==> config.mk <==
export PLATFORM = sky130hd
export DESIGN_NAME = lru_page_replacement
export DESIGN_NICKNAME = d
export VERILOG_FILES = /design/src/rtl/core/lrupr_pkg.sv /design/src/rtl/core/lrupr_match.sv /design/src/rtl/core/lrupr_frames.sv /design/src/rtl/core/lru_page_replacement.sv
export VERILOG_INCLUDE_DIRS = /design/src /design/src/rtl/core
export SDC_FILE = /design/constraint.sdc
export NUM_CORES = 1
export LEC_CHECK = 0
export BUFFER_PORTS_ARGS = -buffer_cell sky130_fd_sc_hd__buf_2
export CORE_MARGIN = 2
export CORE_UTILIZATION = 55
export CTS_CLUSTER_DIAMETER = 50
export CTS_CLUSTER_SIZE = 28
export DETAILED_ROUTE_END_ITERATION = 8
export GPL_ROUTABILITY_DRIVEN = 0
export PLACE_DENSITY_LB_ADDON = 0.08
export SETUP_SLACK_MARGIN = 0.1
export SLEW_MARGIN = 20
export SYNTH_ARGS = -nofsm -noshare
export SYNTH_HDL_FRONTEND = slang
export SYNTH_SLANG_ARGS = --single-unit
==> constraint.sdc <==
create_clock -name clk -period 7.4 [get_ports clk]
set_input_delay 0.74 -clock clk [delete_from_list [all_inputs] [get_ports clk]]
set_output_delay 0.74 -clock clk [all_outputs]
set_load 0.1 [all_outputs]
==> src/rtl/core/assert_macros.svh <==
// assertion helpers, sampled on clk and disabled while rst is high
`ifndef ASSERT_MACROS_SVH
`define ASSERT_MACROS_SVH

// condition holds at every edge
`define ASSERT_ALWAYS(lbl, cond, msg) \
  lbl: assert property (@(posedge clk) disable iff (rst) (cond)) \
    else $error(msg);

// consequent holds in the same cycle as the antecedent
`define ASSERT_IMPLIES(lbl, ante, cons, msg) \
  lbl: assert property (@(posedge clk) disable iff (rst) (ante) |-> (cons)) \
    else $error(msg);

// consequent holds in the cycle after the antecedent
`define ASSERT_NEXT(lbl, ante, cons, msg) \
  lbl: assert property (@(posedge clk) disable iff (rst) (ante) |=> (cons)) \
    else $error(msg);

`endif

==> src/rtl/core/lrupr_pkg.sv <==
package lrupr_pkg;

  localparam int PAGE_W         = 16;
  localparam int COUNT_W        = 32;
  localparam int CFG_W          = 4;
  localparam int MAX_FRAMES_DEF = 8;
  localparam logic [CFG_W-1:0] FRAMES_RESET = CFG_W'(4);

  // result item: hit, evict_valid, evicted_page, hit_total, fault_total
  localparam int RES_BITS = 1 + 1 + PAGE_W + COUNT_W + COUNT_W;
  localparam int RES_W    = ((RES_BITS + 7) / 8) * 8;
  localparam int IN_W     = ((PAGE_W + 7) / 8) * 8;

  typedef logic [PAGE_W-1:0]  page_t;
  typedef logic [COUNT_W-1:0] count_t;

endpackage

==> src/rtl/core/lrupr_match.sv <==
module lrupr_match #(
  parameter int MAX_FRAMES = lrupr_pkg::MAX_FRAMES_DEF,
  parameter int OCC_W      = $clog2(MAX_FRAMES + 1)
) (
  input  lrupr_pkg::page_t  page,
  input  lrupr_pkg::page_t  entries [MAX_FRAMES],
  input  logic [OCC_W-1:0]  occupancy,
  output logic [MAX_FRAMES-1:0] first,
  output logic              hit
);
  import lrupr_pkg::*;

  logic [MAX_FRAMES-1:0] eq;
  logic [MAX_FRAMES-1:0] below;

  // compare against every resident entry at once
  always_comb begin
    for (int k = 0; k < MAX_FRAMES; k++) begin
      eq[k] = (OCC_W'(k) < occupancy) && (entries[k] == page);
    end
  end

  // oldest matching entry wins
  always_comb begin
    for (int k = 0; k < MAX_FRAMES; k++) begin
      below[k] = |(eq & ((MAX_FRAMES'(1) << k) - MAX_FRAMES'(1)));
      first[k] = eq[k] & ~below[k];
    end
  end

  assign hit = |eq;

endmodule

==> src/rtl/core/lrupr_frames.sv <==
module lrupr_frames #(
  parameter int MAX_FRAMES = lrupr_pkg::MAX_FRAMES_DEF,
  parameter int OCC_W      = $clog2(MAX_FRAMES + 1)
) (
  input  logic                  clk,
  input  logic                  upd,
  input  lrupr_pkg::page_t      page,
  input  logic                  hit,
  input  logic                  evict,
  input  logic [MAX_FRAMES-1:0] first,
  input  logic [OCC_W-1:0]      occupancy,
  output lrupr_pkg::page_t      entries [MAX_FRAMES]
);
  import lrupr_pkg::*;

  logic [MAX_FRAMES-1:0] shift_en;
  logic [OCC_W-1:0]      tail;
  page_t                 entries_next [MAX_FRAMES];

  // the list stays packed oldest first; the new page lands at the tail
  assign tail = (hit || evict) ? occupancy - OCC_W'(1) : occupancy;

  always_comb begin
    for (int k = 0; k < MAX_FRAMES; k++) begin
      // on a hit everything from the match position onward moves down
      shift_en[k] = hit ? |(first & ((MAX_FRAMES'(1) << (k + 1)) - MAX_FRAMES'(1)))
                        : evict;
      if (OCC_W'(k) == tail) begin
        entries_next[k] = page;
      end else if (shift_en[k] && (k + 1 < MAX_FRAMES)) begin
        entries_next[k] = entries[(k + 1 < MAX_FRAMES) ? k + 1 : k];
      end else begin
        entries_next[k] = entries[k];
      end
    end
  end

  always_ff @(posedge clk) begin
    if (upd) begin
      for (int k = 0; k < MAX_FRAMES; k++) begin
        entries[k] <= entries_next[k];
      end
    end
  end

endmodule

==> src/rtl/core/lru_page_replacement.sv <==
// LRU page replacement: one page reference per item, one result item per reference, and one
// item can be taken every clock cycle while m_tready does not hold the output. A reference is
// held in an input register and in the following cycle compared against all MAX_FRAMES
// resident entries in parallel, and its result is registered. Evicted_page is zero when
// nothing is evicted, the hit and fault totals saturate at all ones, and a cfg write of
// frames_in_use (0 acts as 1, values above MAX_FRAMES act as MAX_FRAMES) takes effect for the
// next reference; lowering it below the current occupancy drops nothing at once.
`include "assert_macros.svh"

module lru_page_replacement #(
  parameter int MAX_FRAMES = lrupr_pkg::MAX_FRAMES_DEF
) (
  input  logic                          clk,
  input  logic                          rst,
  input  logic                          cfg_wen,
  input  logic [lrupr_pkg::CFG_W-1:0]   cfg_wdata,  // frames_in_use
  input  logic                          s_tvalid,
  output logic                          s_tready,
  input  logic [lrupr_pkg::IN_W-1:0]    s_tdata,    // page
  output logic                          m_tvalid,
  input  logic                          m_tready,
  // hit, evict_valid, evicted_page, hit_total, fault_total, zero pad
  output logic [lrupr_pkg::RES_W-1:0]   m_tdata
);
  import lrupr_pkg::*;

  localparam int OCC_W = $clog2(MAX_FRAMES + 1);
  localparam int LIM_W = (OCC_W > CFG_W) ? OCC_W : CFG_W;

  logic [CFG_W-1:0]      frames_in_use;
  logic [LIM_W-1:0]      limit;
  logic                  s1_valid;
  page_t                 s1_page;
  logic                  advance;
  logic [OCC_W-1:0]      occupancy;
  logic [OCC_W-1:0]      occupancy_next;
  count_t                hit_count;
  count_t                hit_count_next;
  count_t                fault_count;
  count_t                fault_count_next;
  page_t                 entries [MAX_FRAMES];
  logic [MAX_FRAMES-1:0] first;
  logic                  hit;
  logic                  evict;
  page_t                 victim;

  always_ff @(posedge clk) begin
    if (rst) begin
      frames_in_use <= FRAMES_RESET;
    end else if (cfg_wen) begin
      frames_in_use <= cfg_wdata;
    end
  end

  always_comb begin
    if (frames_in_use == '0) begin
      limit = LIM_W'(1);
    end else if (LIM_W'(frames_in_use) > LIM_W'(MAX_FRAMES)) begin
      limit = LIM_W'(MAX_FRAMES);
    end else begin
      limit = LIM_W'(frames_in_use);
    end
  end

  // input stage
  assign advance  = s1_valid && (!m_tvalid || m_tready);
  assign s_tready = !s1_valid || advance;

  always_ff @(posedge clk) begin
    if (rst) begin
      s1_valid <= 1'b0;
    end else if (s_tvalid && s_tready) begin
      s1_valid <= 1'b1;
    end else if (advance) begin
      s1_valid <= 1'b0;
    end
  end

  always_ff @(posedge clk) begin
    if (s_tvalid && s_tready) begin
      s1_page <= s_tdata[PAGE_W-1:0];
    end
  end

  lrupr_match #(
    .MAX_FRAMES (MAX_FRAMES),
    .OCC_W      (OCC_W)
  ) u_match (
    .page      (s1_page),
    .entries   (entries),
    .occupancy (occupancy),
    .first     (first),
    .hit       (hit)
  );

  assign evict  = !hit && (occupancy != '0) && (LIM_W'(occupancy) >= limit);
  assign victim = evict ? entries[0] : '0;

  lrupr_frames #(
    .MAX_FRAMES (MAX_FRAMES),
    .OCC_W      (OCC_W)
  ) u_frames (
    .clk       (clk),
    .upd       (advance),
    .page      (s1_page),
    .hit       (hit),
    .evict     (evict),
    .first     (first),
    .occupancy (occupancy),
    .entries   (entries)
  );

  always_comb begin
    occupancy_next   = (hit || evict) ? occupancy : occupancy + OCC_W'(1);
    hit_count_next   = hit_count;
    fault_count_next = fault_count;
    if (hit) begin
      if (hit_count != '1) begin
        hit_count_next = hit_count + COUNT_W'(1);
      end
    end else if (fault_count != '1) begin
      fault_count_next = fault_count + COUNT_W'(1);
    end
  end

  always_ff @(posedge clk) begin
    if (rst) begin
      occupancy   <= '0;
      hit_count   <= '0;
      fault_count <= '0;
    end else if (advance) begin
      occupancy   <= occupancy_next;
      hit_count   <= hit_count_next;
      fault_count <= fault_count_next;
    end
  end

  // result register
  always_ff @(posedge clk) begin
    if (rst) begin
      m_tvalid <= 1'b0;
    end else if (advance) begin
      m_tvalid <= 1'b1;
    end else if (m_tready) begin
      m_tvalid <= 1'b0;
    end
  end

  always_ff @(posedge clk) begin
    if (advance) begin
      m_tdata <= RES_W'({fault_count_next, hit_count_next, victim, evict, hit});
    end
  end

  `ASSERT_ALWAYS(a_first_onehot, $onehot0(first), "more than one match position selected")
  `ASSERT_ALWAYS(a_occ_range, occupancy <= OCC_W'(MAX_FRAMES), "occupancy above frame count")
  `ASSERT_NEXT(a_hit_keeps_occ, advance && hit, $stable(occupancy), "hit changed occupancy")
  `ASSERT_IMPLIES(a_hit_no_evict, m_tvalid, !(m_tdata[0] && m_tdata[1]),
                  "result shows both hit and eviction")
  `ASSERT_IMPLIES(a_victim_zero, m_tvalid && !m_tdata[1], m_tdata[PAGE_W+1:2] == '0,
                  "evicted page nonzero without eviction")

endmodule

# == Word level (Yosys, flattened, before mapping) ==
# Index checks and enable logic that the tools add are counted.
# Widths: inputs -> output; s select.
# totals
out_inout_bits,90
elab_cells,144
in_bits,25
reg_bits,300
# classes
eq_ne,17
mux,32
bitwise_logic,13
order_cmp,10
n_addsub,4
n_reduce_logical,51
# ops
operator,count
$mux 16,14
$eq 16x16->1,8
$mux 32,4
$add 32x1->32 const B,2
$ne 32x32->1 const B,2
$reduce_and 2->1,9
$reduce_bool 2->1,9
$eq 3x4->1 const A,4
$lt 3x4->1 const A,4
$logic_and 1x1->1,12
$mux 4,3
$reduce_or 6->1,2
$mux 1,11
$reduce_or 5->1,2
$eq 2x4->1 const A,2
$logic_not 4->1,2
$lt 1x4->1 const A,2
$lt 2x4->1 const A,2
$reduce_or 4->1,2
$reduce_or 8->1,1
$not 1->1,7
$reduce_or 7->1,1
$and 1x1->1,6
$reduce_or 3->1,2
9 further kinds,14

# == Depth between registers and ports, before layout ==
# logic_depth
word_depth,11
depth_mapped,17
depth_no_buf,12

# == Modules after synthesis ==
# A second synthesis with hierarchy kept.
# unflattened
hier_cells,1284
hier_area_um2,15611.2
# modules_own_cells
mod,area_each_um2,seq_area_each_um2,n_inst,cells_each
lru_page_replacement,8060.2,4424.2,1,756
lrupr_frames,5865.6,3843.7,1,318
lrupr_match,1685.4,0.0,1,210

# == Worst setup path before layout ==
# Ideal clock, no wire load.
# synth_timing
path_kind,flip-flop to flip-flop
from,reg m_tvalid
to,reg u_frames.entries[100] (netlist bit) (enable)
setup_ns,0.411
required_time_ns,6.989
period_less_slack_ns,5.832
stages_incl_launch_ff,8
arrival_time_ns,5.421
path_slack_ns,1.568
path_buffers,2
path_cell_list,dfxtp_1 nor2b_1 nand2b_1 clkbuf_1 clkinv_1 clkbuf_1 o21ai_0 o21ai_0
# synth_between
elab_chain_len,4
# synth_lines
item,line_no,text
start: declaration,lru_page_replacement.sv:20,"output logic m_tvalid,"
start signal: assignment,lru_page_replacement.sv:141,m_tvalid <= 1'b0;
start signal: assignment,lru_page_replacement.sv:143,m_tvalid <= 1'b1;
start signal: assignment,lru_page_replacement.sv:145,m_tvalid <= 1'b0;
$logic_not 1->1,lru_page_replacement.sv:66,assign advance = s1_valid && (!m_tvalid || m_tready);
$logic_or 1x1->1,lru_page_replacement.sv:66,
$logic_and 1x1->1,lru_page_replacement.sv:66,
named net advance,lru_page_replacement.sv:34,logic advance;
$reduce_and 2->1 (no line),--,
end signal: indexed assignment,lrupr_frames.sv:41,entries[k] <= entries_next[k];
end: declaration,lrupr_frames.sv:12,output lrupr_pkg::page_t entries [MAX_FRAMES]
# The timed path passes the listed nets, and every way through them passes these cells.
# A chain may end at the register's enable or synchronous reset.

# == Worst setup path in the final report ==
# layout_timing
from,reg occupancy[0]
to,reg u_frames.entries[112] (netlist bit) (enable)
# layout_between
elab_chain_len,11
word_cells_on_any_way,29
cone_classes,add/sub: 1; order compare: 9; mux: 2; reduce/logical: 17
# layout_lines
item,line_no,text
start: declaration,lru_page_replacement.sv:35,logic [OCC_W-1:0] occupancy;
start signal: assignment,lru_page_replacement.sv:132,occupancy <= occupancy_next;
$lt 1x4->1 (tied with other cells),lrupr_match.sv:19,eq[k] = (OCC_W'(k) < occupancy) && (entries[k] == page);
$logic_and 1x1->1,lrupr_match.sv:19,
$reduce_or 8->1,lrupr_match.sv:31,assign hit = |eq;
$logic_not 1->1,lru_page_replacement.sv:96,assign evict = !hit && (occupancy != '0) && (LIM_W'(occupancy) >= limit);
$logic_and 1x1->1 (2 in series),lru_page_replacement.sv:96,
$logic_or 1x1->1,lrupr_frames.sv:21,assign tail = (hit || evict) ? occupancy - OCC_W'(1) : occupancy;
$mux 4,lrupr_frames.sv:21,
$logic_not 4->1,lrupr_frames.sv:28,if (OCC_W'(k) == tail) begin
$reduce_bool 2->1 (no line) (*),--,
$reduce_and 2->1 (no line) (*),--,
# Mark *: on every way between the ends. The rest lies on a longest branch, timed or not.

==> reports/metrics.cfg <==
[run_status]
status=completed

[clock_tree]
cts_htree_levels=1
clock_latency_ns=0.57
cts_setup_buffers=0
cts_buffers=31
cts_tree=yes
clock-sinks=300
cts_max_path_buffers=3
root_buffer=clkbuf_16
cts_resized=0
cts-hold-fix-buffers=0
cts.clk_slew.worst_paths_ns=0.07

[cells_and_area]
final_area_um2=17500
n_fill_cell=2355
areaGrowthSynthToFinish_pct=10.0
layout.nets=1526
layout_commonest_cell=edfxtp_1
mostFrequentLayoutCells=226 x edfxtp_1, 121 x xor2_1, 108 x buf_2
n_antenna_cell=0
layout-drive-gt1-share_pct=18.5
finalNonFillerCells=1900

[placed_design]
place_ws_ns=2.52
dp_cells=1842
placed_cell_area_um2=16400
dp_hpwl_um=23300
io_buffers=108

[timing]
final.setup.tns_ns=0
worst_slew_pin_slew_ns=1.08
finalCriticalPeriod_ns=4.94
whs_ns=0.348
rsz0062_at_grt=false
hold_violations=0
slew_viol_final=0
max_slew_margin_pct=28.3
fmax_mhz=202
finalSetupViolations=0
skew_ns=0.0129
min_period_over_period_pct=66.8
fin_ws_ns=2.46

[logic_synthesis]
syn_inst=1452
ys_warn_count=0
synth_edf_count=226
synth_top_area_share_pct=42.7
yosysSeqAreaShare_pct=52.1
synth-main-ff-cell=edfxtp_1
synth_area_um2=15900
syn_avg_cell_area_um2=10.9
synth_area_leader_cell=edfxtp_1
ys_ff_latch=300
yosys.cell_types.count=55
netlist_top_cells_area=edfxtp_1 43%, dfxtp_1 9.3%, xor2_1 6.7%
synth_async_sr_flop_share_pct=0

[die]
core_um2=28500
die_area_um2=30300
die_x_um=174
die_y_um=174
num_io_pins=115
start_util_pct=55.6
std_cell_rows=62

[route]
wirelength_um=35800
wl_per_cell_um=18.9
drt_first_iter_violations=1006
drt_pass1_iterations=5
viasPerCell=5.96
drc=0
vias=11300
ant_nets=0

[critical_path]
crit_arrival_ns=5.14
worst_setup_path_end_kind=flip-flop
path_class=reg -> reg
crit_fanout=55
startpoint_type=flip-flop
crit_required_ns=7.60

[power_and_ir_drop]
peakVddDrop_mv=0.178
p_leak_nw=5.98
power_density_nw_per_um2=222

[global_routing]
groute.usage.overall_pct=23.5
grt_pass1_wl_um=58100
grt_max_degree=84
grt_pass1_vias=10600
grt_antenna_before_repair=0
grt_overflow=0

[worst_hold_path]
hp-class=in -> reg

[flow_run]
max_cap_violations=0

cell families (layout without fill, tap and decap cells):
logic type                 after synthesis  after routing  synth area share (%)
AOI/OAI and AO/OA                      222            222                  8.73
adders and majority gates               10             10                 0.788
and+or+nand+nor                        477            477                  16.2
buffers and inverters                  147            206                  4.65
DFF                                    300            300                  52.1
other                                    1              6                0.0236
muxes                                   87             87                  6.09
xor gates and xnor gates               208            208                  11.5
critical path, cell delays in order (launching register included):
cell     delay, ns
dfxtp_1       0.57
inv_1         0.22
ha_1          0.34
nor2_1        0.22
o21ai_1       0.12
nor4_2        0.30
a22oi_1       0.15
and4_4        0.36
inv_1         0.57
o21ai_0       0.24
a21oi_2       0.77
o21a_1        0.67
metal layers:
layer,global-route usage [%],wire (µm),vias to the layer above
met5,0,0,-
met4,5.08,506,0
met3,3.26,2160,50
met2,36.7,16400,377
met1,35.0,16700,5428
li1,-,-,5470
metrics by stage:
stage                     utilization, %  total power, mW
final                               61.2             3.88
after detailed placement            57.6             2.36
after floorplan                        -             2.28
after global routing                61.2             4.01
after global placement              57.6             2.36
after CTS                           61.2             3.91
sequential cells by signal, summed over array words and instances, names as in the netlist:
signal / flops
fault_count: 32
u_frames.entries: 128
frames_in_use: 4
m_tdata: 82
occupancy: 4
s1_page: 16
m_tvalid: 1
s1_valid: 1
hit_count: 32
area by class of cell:
type                       count  area [µm²]  share of cell area [%]
clock inverter                24         230                    1.32
multi-input combinational   1010        6940                    39.7
clock buffer                  34         787                    4.50
tap                          384         480                    2.75
inverter                      20        77.6                   0.444
timing repair buffer         128         691                    3.95
sequential                   300        8270                    47.3
Yosys cell counts (6+ instances only):
cell type / number
buf_2: 26
nand2_1: 53
or3_1: 14
xor2_1: 121
buf_6: 16
inv_1: 19
o21ai_0: 67
nor4_1: 33
mux2_2: 77
xnor2_1: 87
nand3_1: 80
dfxtp_1: 74
nand4_1: 82
a21o_1: 8
edfxtp_1: 226
nor2b_1: 12
buf_1: 6
clkbuf_1: 70
o211ai_1: 48
mux2i_1: 10
and3_1: 22
buf_4: 9
nor2_1: 100
or4_1: 32
a21oi_1: 47
ha_1: 10
nor3_1: 22
o31ai_1: 31
report_power, final:
part	total (mW)	internal [mW]	switching [mW]
Sequential	1.91	1.86	0.0505
Combinational	0.418	0.102	0.316
Clock	1.56	0.838	0.717
path summary, 6_finish.rpt:
kind	slack [ns]	start	endpoint	cells past startpoint
worst max-delay path	2.46	occupancy[0]$_SDFFE_PP0P_	u_frames.entries[112]$_DFFE_PP_	11
worst min-delay path	0.35	s_tdata[10]	s1_page[10]$_DFFE_PP_	1
worst max register to register	2.46	occupancy[0]$_SDFFE_PP0P_	u_frames.entries[112]$_DFFE_PP_	11
worst min register to register	0.49	fault_count[18]$_SDFFE_PP0P_	fault_count[18]$_SDFFE_PP0P_	2
Power figures use the tool's default switching activity.
